`src/rtl/dhfk_pkg.sv`:
```
package dhfk_pkg;

	// CORDIC datapath: Q30 x/y and 32-bit-circle angle, with headroom
	typedef logic signed [33:0] cw_t;
	// sine/cosine in signed Q4.14
	typedef logic signed [17:0] trig_t;
	// link matrix entry, Q10.16
	typedef logic signed [25:0] ent_t;
	typedef logic signed [51:0] prod_t;
	typedef logic signed [31:0] col_t;
	typedef ent_t [3:0][3:0] mat_t;
	typedef col_t [3:0] row_t;
	typedef row_t [2:0] rows_t;

	typedef struct packed {
		cw_t x;
		cw_t y;
		cw_t z;
	} rot_t;

	typedef enum logic [2:0] {
		REG_LENGTH_ONE = 3'd0,
		REG_LENGTH_TWO = 3'd1,
		REG_TWIST_ONE  = 3'd2,
		REG_TWIST_TWO  = 3'd3,
		REG_OFFSET_ONE = 3'd4,
		REG_OFFSET_TWO = 3'd5
	} reg_idx_t;

	localparam int NUM_REGS = 6;
	localparam int CORDIC_STEPS = 16;
	localparam int STEPS_PER_STAGE = 4;
	localparam int LAST_ROW = 3;
	localparam cw_t CORDIC_GAIN = 34'sd652032874;
	localparam col_t ONE_Q16 = 32'sd65536;

	localparam cw_t ATAN [CORDIC_STEPS] = '{
		34'sd536870912, 34'sd316933406, 34'sd167458907, 34'sd85004756,
		34'sd42667331, 34'sd21354465, 34'sd10679838, 34'sd5340245,
		34'sd2670163, 34'sd1335087, 34'sd667544, 34'sd333772,
		34'sd166886, 34'sd83443, 34'sd41722, 34'sd20861
	};

	// four micro-rotations starting at iteration base
	function automatic rot_t cordic_step4(rot_t r, int base);
		rot_t o;
		cw_t t;
		int i;
		o = r;
		for (int k = 0; k < STEPS_PER_STAGE; k++) begin
			i = base + k;
			if (!o.z[33]) begin
				t = o.x - (o.y >>> i);
				o.y = o.y + (o.x >>> i);
				o.z = o.z - ATAN[i];
			end else begin
				t = o.x + (o.y >>> i);
				o.y = o.y - (o.x >>> i);
				o.z = o.z + ATAN[i];
			end
			o.x = t;
		end
		return o;
	endfunction

	// round half up, then drop n fraction bits
	function automatic ent_t round_ent(logic signed [36:0] v, int n);
		logic signed [36:0] s;
		s = (v + (37'sd1 <<< (n - 1))) >>> n;
		return ent_t'(s);
	endfunction

endpackage

```
`src/rtl/dhfk_sincos.sv`:
```
module dhfk_sincos (
	input  logic               clk,
	input  logic               en,
	input  logic signed [15:0] angle,
	output dhfk_pkg::trig_t    sin_val,
	output dhfk_pkg::trig_t    cos_val
);
	import dhfk_pkg::*;

	logic signed [16:0] ang_ext, fold;
	logic               flip;
	rot_t r_s1, r_s2, r_s3, r_s4, r_s5;
	logic flip_s1, flip_s2, flip_s3, flip_s4, flip_s5;
	trig_t sin_s6, cos_s6;
	cw_t xr, yr;

	// fold into [-pi/2, pi/2]
	always_comb begin
		ang_ext = {angle[15], angle};
		flip = 1'b0;
		fold = ang_ext;
		if (ang_ext > 17'sd16384) begin
			fold = ang_ext - 17'sd32768;
			flip = 1'b1;
		end else if (ang_ext < -17'sd16384) begin
			fold = ang_ext + 17'sd32768;
			flip = 1'b1;
		end
	end

	assign xr = (r_s5.x + 34'sd32768) >>> 16;
	assign yr = (r_s5.y + 34'sd32768) >>> 16;

	always_ff @(posedge clk) begin
		if (en) begin
			r_s1.x  <= CORDIC_GAIN;
			r_s1.y  <= '0;
			r_s1.z  <= cw_t'({fold[16], fold, 16'b0});
			flip_s1 <= flip;
			r_s2    <= cordic_step4(r_s1, 0);
			flip_s2 <= flip_s1;
			r_s3    <= cordic_step4(r_s2, 4);
			flip_s3 <= flip_s2;
			r_s4    <= cordic_step4(r_s3, 8);
			flip_s4 <= flip_s3;
			r_s5    <= cordic_step4(r_s4, 12);
			flip_s5 <= flip_s4;
			cos_s6  <= flip_s5 ? -trig_t'(xr) : trig_t'(xr);
			sin_s6  <= flip_s5 ? -trig_t'(yr) : trig_t'(yr);
		end
	end

	assign sin_val = sin_s6;
	assign cos_val = cos_s6;
endmodule

```
`config.mk`:
```
export PLATFORM = sky130hd
export DESIGN_NAME = dhfk_sincos
export DESIGN_NICKNAME = d
export VERILOG_FILES = /design/src/rtl/dhfk_pkg.sv /design/src/rtl/dhfk_sincos.sv
export SDC_FILE = /design/constraint.sdc
export NUM_CORES = 2
export LEC_CHECK = 0
export BUFFER_PORTS_ARGS = -buffer_cell sky130_fd_sc_hd__buf_2
export CAP_MARGIN = 20
export CORE_MARGIN = 2
export CORE_UTILIZATION = 53
export CTS_BUF_LIST = sky130_fd_sc_hd__clkbuf_16
export CTS_CLUSTER_SIZE = 20
export DETAILED_ROUTE_END_ITERATION = 8
export GPL_TIMING_DRIVEN = 0
export PLACE_DENSITY = 0.65
export SYNTH_ARGS = -nofsm -noshare
export SYNTH_HDL_FRONTEND = slang
export SYNTH_SLANG_ARGS = --single-unit
```
`constraint.sdc`:
```
create_clock -name clk -period 40.7 [get_ports clk]
set_clock_uncertainty 0.15 [all_clocks]
set_input_delay 6.105 -clock clk [delete_from_list [all_inputs] [get_ports clk]]
set_output_delay 6.105 -clock clk [all_outputs]
set_load 0.01 [all_outputs]
```
* After elaboration in Yosys (flattened, before gate mapping)
Cells that the tools add are included.
Storage, ports and cells: register bits after elaboration 432, bits in latches 0, RAM bits 0, memory bits (read-only) 0, bits of input ports 18, word-level logic and storage cells 179, memories 0
Cells by class: $add $sub $neg 98, multipliers 0, divide/modulo/power cells 0, magnitude comparators 2, equal/unequal tests 0, shifts and indexed selects 0, muxes and demuxes 60, bitwise logic cells 0, reductions and logical operators 0
Operators with widths (number):
- $mux 68 | 28
- $mux 34 | 27
- $add 34x17->34 const B | 3
- $add 34x19->34 | 2
- $add 34x20->34 | 2
- $add 34x21->34 | 2
- $add 34x22->34 | 2
- $add 34x23->34 | 2
- $add 34x24->34 | 2
- $add 34x25->34 | 2
- $add 34x26->34 | 2
- $add 34x27->34 | 2
- $add 34x28->34 | 2
- $add 34x29->34 | 2
- $add 34x30->34 | 2
- $add 34x31->34 | 2
- $add 34x32->34 | 2
- $add 34x33->34 | 2
- $sub 34x19->34 | 2
- $sub 34x20->34 | 2
- $sub 34x21->34 | 2
- $sub 34x22->34 | 2
- $sub 34x23->34 | 2
- $sub 34x24->34 | 2
- other kinds (48) | 60

* Logic depth before layout (Yosys ltp)
depth in word-level cells 11, mapped depth 71, mapped depth without buffers 71

* Least setup slack after synthesis
No wires, ideal clock.
kind reg2reg, start register r_s2[33] in the netlist's numbering, end register r_s3[100] in the netlist's numbering, data pin, library setup time 0.258 ns, arrival time 15.697 ns, required time 40.292 ns, slack 24.596 ns, cell stages (with the launch flop) 68, period minus slack after synthesis 16.104 ns, cells stage by stage edfxtp_1 -> clkbuf_1 -> inv_1 -> ha_1 -> nand2b_1 -> o21ai_1 -> or4_4 -> a31oi_2 -> nor3b_1 -> a311oi_2 -> a21o_1 -> o21ai_1 -> a21o_1 -> a21o_1 -> clkbuf_1 -> buf_1 -> ha_1 -> fa_1 -> [... 32 more ...] -> xnor2_1 -> ha_1 -> o21ai_0 -> a21boi_0 -> o21ai_0 -> a21oi_1 -> o21ai_0 -> a21boi_0 -> o31a_1 -> o31ai_1 -> a221oi_1 -> nor3_1 -> o41a_1 -> o211ai_1 -> nand4_1 -> nand2_1 -> a21oi_1 -> xnor2_1
On the way: longest elaborated chain between the ends 10, elaborated cells between the ends (all ways) 29, those cells by class add/sub: 16; mux: 13
Ends and longest elaborated chain:
- start: declaration | RTL line dhfk_sincos.sv:12 | rot_t r_s1, r_s2, r_s3, r_s4, r_s5;
- start signal: assignment | RTL line dhfk_sincos.sv:40 | r_s2 <= cordic_step4(r_s1, 0);
- $mux 34 (tied with other cells) | RTL line dhfk_pkg.sv:52 | if (!o.z[33]) begin
- $mux 34 (tied with other cells) | RTL line dhfk_sincos.sv:35 | if (en) begin
- $sub 34x29->34 (tied with other cells) | RTL line dhfk_pkg.sv:53 | t = o.x - (o.y >>> i);
- $mux 34 (tied with other cells) | RTL line dhfk_pkg.sv:52
- $mux 34 (tied with other cells) | RTL line dhfk_sincos.sv:35
- $sub 34x28->34 (tied with other cells) | RTL line dhfk_pkg.sv:53
- $mux 34 (tied with other cells) | RTL line dhfk_pkg.sv:52
- $mux 34 (tied with other cells) | RTL line dhfk_sincos.sv:35
- $sub 34x27->34 (tied with other cells) | RTL line dhfk_pkg.sv:53
- $mux 34 (*) | RTL line dhfk_pkg.sv:52
- end signal: assignment | RTL line dhfk_sincos.sv:42 | r_s3 <= cordic_step4(r_s2, 4);
- end: declaration | RTL line dhfk_sincos.sv:12
Every way passes the cells marked *; elsewhere a longest branch is shown, timed or not. The select of a mux whose other input is x is not followed. A chain may end at the register's enable or synchronous reset.

* Worst setup path in the final report
Ends and elaborated chain as after synthesis.

==> flow_results.xml <==
<?xml version="1.0" encoding="UTF-8"?>
<metrics>
  <group name="run_status">
    <metric name="status" unit="">finished clean</metric>
  </group>
  <group name="synth">
    <metric name="summed_instance_area_of_the_synthesized_netlist" unit="um^2">86800</metric>
    <metric name="synthDistinctLibCells" unit="">127</metric>
    <metric name="proportion_of_netlist_area_held_by_the_largest_area_contributor" unit="%">19.4</metric>
    <metric name="synthArstFlopShare" unit="%">0</metric>
    <metric name="synth_edf_count" unit="">397</metric>
    <metric name="yosys-top-cells-area" unit="">ha_1 19%, edfxtp_1 14%, xnor2_1 12%</metric>
    <metric name="netlist_instances" unit="">11000</metric>
    <metric name="synth_sequential_area_ratio" unit="%">13.7</metric>
    <metric name="synthesis.yosys.warnings" unit="">0</metric>
    <metric name="syn-mean-instance-area" unit="um^2">7.89</metric>
    <metric name="yosys_register_bits" unit="">397</metric>
    <metric name="synthTopCellsByCount" unit="">1348 x ha_1, 1166 x xnor2_1, 1129 x a21oi_1</metric>
    <metric name="synth_ff_type" unit="">edfxtp_1</metric>
    <metric name="synthDominantAreaCellType" unit="">ha_1</metric>
    <metric name="yosysMostFrequentCell" unit="">ha_1</metric>
    <metric name="syn-num-nets" unit="">12400</metric>
  </group>
  <group name="timing">
    <metric name="worst_pin_slew" unit="ps">1230</metric>
    <metric name="max_clock_freq" unit="MHz">48.7</metric>
    <metric name="final.min_clock_period" unit="ps">20530</metric>
    <metric name="unrepaired_setup_endpoints_after_global_routing" unit="">false</metric>
    <metric name="period_share" unit="%">50.4</metric>
    <metric name="slew_viol_final" unit="">0</metric>
    <metric name="finalSetupViolCount" unit="">0</metric>
    <metric name="setup_tns" unit="ps">0</metric>
    <metric name="setup_ws" unit="ps">20170</metric>
    <metric name="slew_headroom" unit="%">17.5</metric>
    <metric name="hold_viol_final" unit="">0</metric>
  </group>
  <group name="clock_tree">
    <metric name="ctsHtreeMaxLevel" unit="">2</metric>
    <metric name="cts-buffers-inserted" unit="">51</metric>
    <metric name="cts_hold_buffers" unit="">0</metric>
    <metric name="cts_setup_buffers" unit="">0</metric>
    <metric name="clockBufferDepth" unit="">3</metric>
    <metric name="cts_root_buf" unit="">clkbuf_16</metric>
    <metric name="numClockSinks" unit="">397</metric>
    <metric name="latest_clock_arrival_within_the_worst_skew_pair" unit="ps">680</metric>
    <metric name="post_cts.resized_instances" unit="">0</metric>
    <metric name="cts_tree" unit="">built</metric>
    <metric name="cts.reportedPaths.clkPinSlew" unit="ps">60</metric>
  </group>
  <group name="setup_path">
    <metric name="timing.critical_path.required" unit="ps">40950</metric>
    <metric name="critPathLaunchType" unit="">flop</metric>
    <metric name="timing.setup.critical_path_class" unit="">flop to flop</metric>
    <metric name="crit_top_cell" unit="">a21oi_1</metric>
    <metric name="timing.critical_path.buf_inv" unit="">12</metric>
    <metric name="crit_end_element" unit="">flop</metric>
    <metric name="worst_path_largest_cell_delay" unit="ps">850</metric>
    <metric name="path_max_fanout" unit="">29</metric>
    <metric name="slowest_stage" unit="">edfxtp_1</metric>
    <metric name="worst_path_dominant_cell_family" unit="">compound AO/OA/AOI/OAI gates</metric>
    <metric name="arrival" unit="ps">20780</metric>
  </group>
  <group name="place">
    <metric name="place_ws" unit="ps">20600</metric>
    <metric name="place.port_buffers" unit="">53</metric>
    <metric name="gpl.final_weighted_congestion" unit="">0.962</metric>
    <metric name="dpl.hpwl" unit="um">220000</metric>
  </group>
  <group name="floorplan">
    <metric name="die_width" unit="um">409</metric>
    <metric name="fp.coreArea" unit="um^2">163000</metric>
    <metric name="dieArea" unit="um^2">167000</metric>
    <metric name="initial_utilization" unit="%">53.4</metric>
    <metric name="row_count" unit="">148</metric>
    <metric name="ios" unit="">54</metric>
    <metric name="floorplan.die.height" unit="um">409</metric>
  </group>
  <group name="finish">
    <metric name="drive_above_1_share" unit="%">3.95</metric>
    <metric name="register_area" unit="um^2">11900</metric>
    <metric name="diodes" unit="">0</metric>
    <metric name="fill_cells" unit="">15500</metric>
    <metric name="finalNetCount" unit="">12500</metric>
    <metric name="area_growth" unit="%">5.90</metric>
    <metric name="finish.utilization" unit="%">56.5</metric>
    <metric name="multi_input_logic_area" unit="um^2">72000</metric>
  </group>
  <group name="detailed_routing">
    <metric name="detail_route.iter0.violations" unit="">6877</metric>
    <metric name="dr.pass1.iters" unit="">6</metric>
    <metric name="route.vias.total" unit="">81500</metric>
    <metric name="routed_wl" unit="um">261000</metric>
    <metric name="wire_per_inst" unit="um">19.5</metric>
    <metric name="drc" unit="">0</metric>
    <metric name="ant_nets" unit="">0</metric>
    <metric name="route.detailed.vias_per_inst" unit="">6.11</metric>
  </group>
  <group name="grt">
    <metric name="remaining_global_route_overflow" unit="">0</metric>
    <metric name="gr-usage-all-layers" unit="%">29.9</metric>
    <metric name="grt_start_max_net_pins" unit="">129</metric>
    <metric name="first_global_vias" unit="">75800</metric>
    <metric name="global_route_wire_length_before_repair" unit="um">409000</metric>
    <metric name="grt_antenna_before_repair" unit="">0</metric>
  </group>
  <group name="run">
    <metric name="number_of_maximum_capacitance_violations" unit="">0</metric>
  </group>
  <group name="worst_hold_path">
    <metric name="min-delay-path-class" unit="">flop to flop</metric>
  </group>
</metrics>
registers in the layout, summed over array words and instances, names as in the netlist:
register  flops
r_s3        101
r_s4        101
sin_val      18
cos_val      18
flip_s1       1
flip_s2       1
flip_s3       1
flip_s5       1
r_s2         99
r_s1         17
flip_s4       1
r_s5         38
worst paths after layout:
kind	slack, ps	end	depth (start not counted)	from
max	20170	r_s3[100]	68	r_s2[33]
min	270	flip_s5	0	flip_s4
max reg2reg	20170	r_s3[100]	68	r_s2[33]
min reg2reg	270	flip_s5	0	flip_s4
kinds of logic (layout without fill, tap and decap cells):
kind of cell	count (synthesis)	count (layout)	share of synthesized area (%)
AOI/OAI and AO/OA	3531	3531	25.9
and+or+nand+nor	3056	3056	17.3
xor gates and xnor gates	1752	1752	17.9
adders and majority gates	1388	1388	20.4
buffers and inverters	757	926	3.29
DFF	397	397	13.7
muxes	116	116	1.46
per-layer routing:
layer / global-route usage, % / wire length [um] / up-vias
met5: 0 / 0 / -
met4: 8.66 / 7420 / 0
met3: 2.82 / 14700 / 287
met2: 48.6 / 115000 / 2215
met1: 42.0 / 123000 / 38500
li1: - / - / 40600
cell type report:
cell class | instances | share of cell area [%]
clock inverters | 42 | 0.444
multi-input cells | 9843 | 78.4
inverters | 574 | 2.34
plain buffers | 183 | 0.784
repair buffers | 74 | 0.690
clock buffers | 53 | 1.44
flip-flops and latches | 397 | 13.0
well taps | 2175 | 2.96
worst register-to-register path, delay by kind of cell (launching register included):
kind / cells / cell delay, ps
buf+inv: 12 / 4990
fa+ha+maj: 4 / 1950
xor+xnor: 1 / 130
simple gates: 9 / 1770
compound gates: 42 / 10440
flops: 1 / 850
cells in the final DEF (no fill, tap or decap), types with 33 or more instances in the layout:
cell,synthesis,routed
or3_1,98,98
nand3_1,191,191
o21bai_1,142,142
fa_1,40,39
ha_1,1348,1348
inv_1,566,573
a21boi_0,61,61
o21ai_0,694,694
xnor2_1,1166,1166
or2_2,75,75
edfxtp_1,397,397
nor3_1,271,271
nand4_1,71,71
a211o_1,33,33
a31oi_1,139,139
mux2_2,49,49
and3_1,93,93
clkbuf_1,150,136
o31ai_1,95,95
xor2_1,569,569
a21oi_1,1129,1128
nor2b_1,168,168
nor4_1,63,63
clkbuf_16,0,53
o41ai_1,46,46
nand2_1,633,633
o21a_1,218,218
a211oi_1,89,89
mux2i_1,60,60
buf_2,6,63
nand2b_1,188,188
nor2_1,965,965
o211ai_1,50,50
o31a_1,44,44
and2_1,68,68
a21o_1,463,463
metrics by stage:
| step | cells | hold WS (ps) | area, um^2 |
|---|---|---|---|
| 5_1_grt | 13300 | 305 | 91900 |
| 6_report | 13300 | 270 | 91900 |
| 2_1_floorplan | 11000 | 250 | 86800 |
| 4_1_cts | 13300 | 272 | 91900 |
| 3_5_place_dp | 13200 | 257 | 90100 |
| 3_3_place_gp | 13200 | 252 | 89800 |
Power is not shown: default switching activity piles up to over one toggle a cycle in this logic, so the estimate is an artifact.
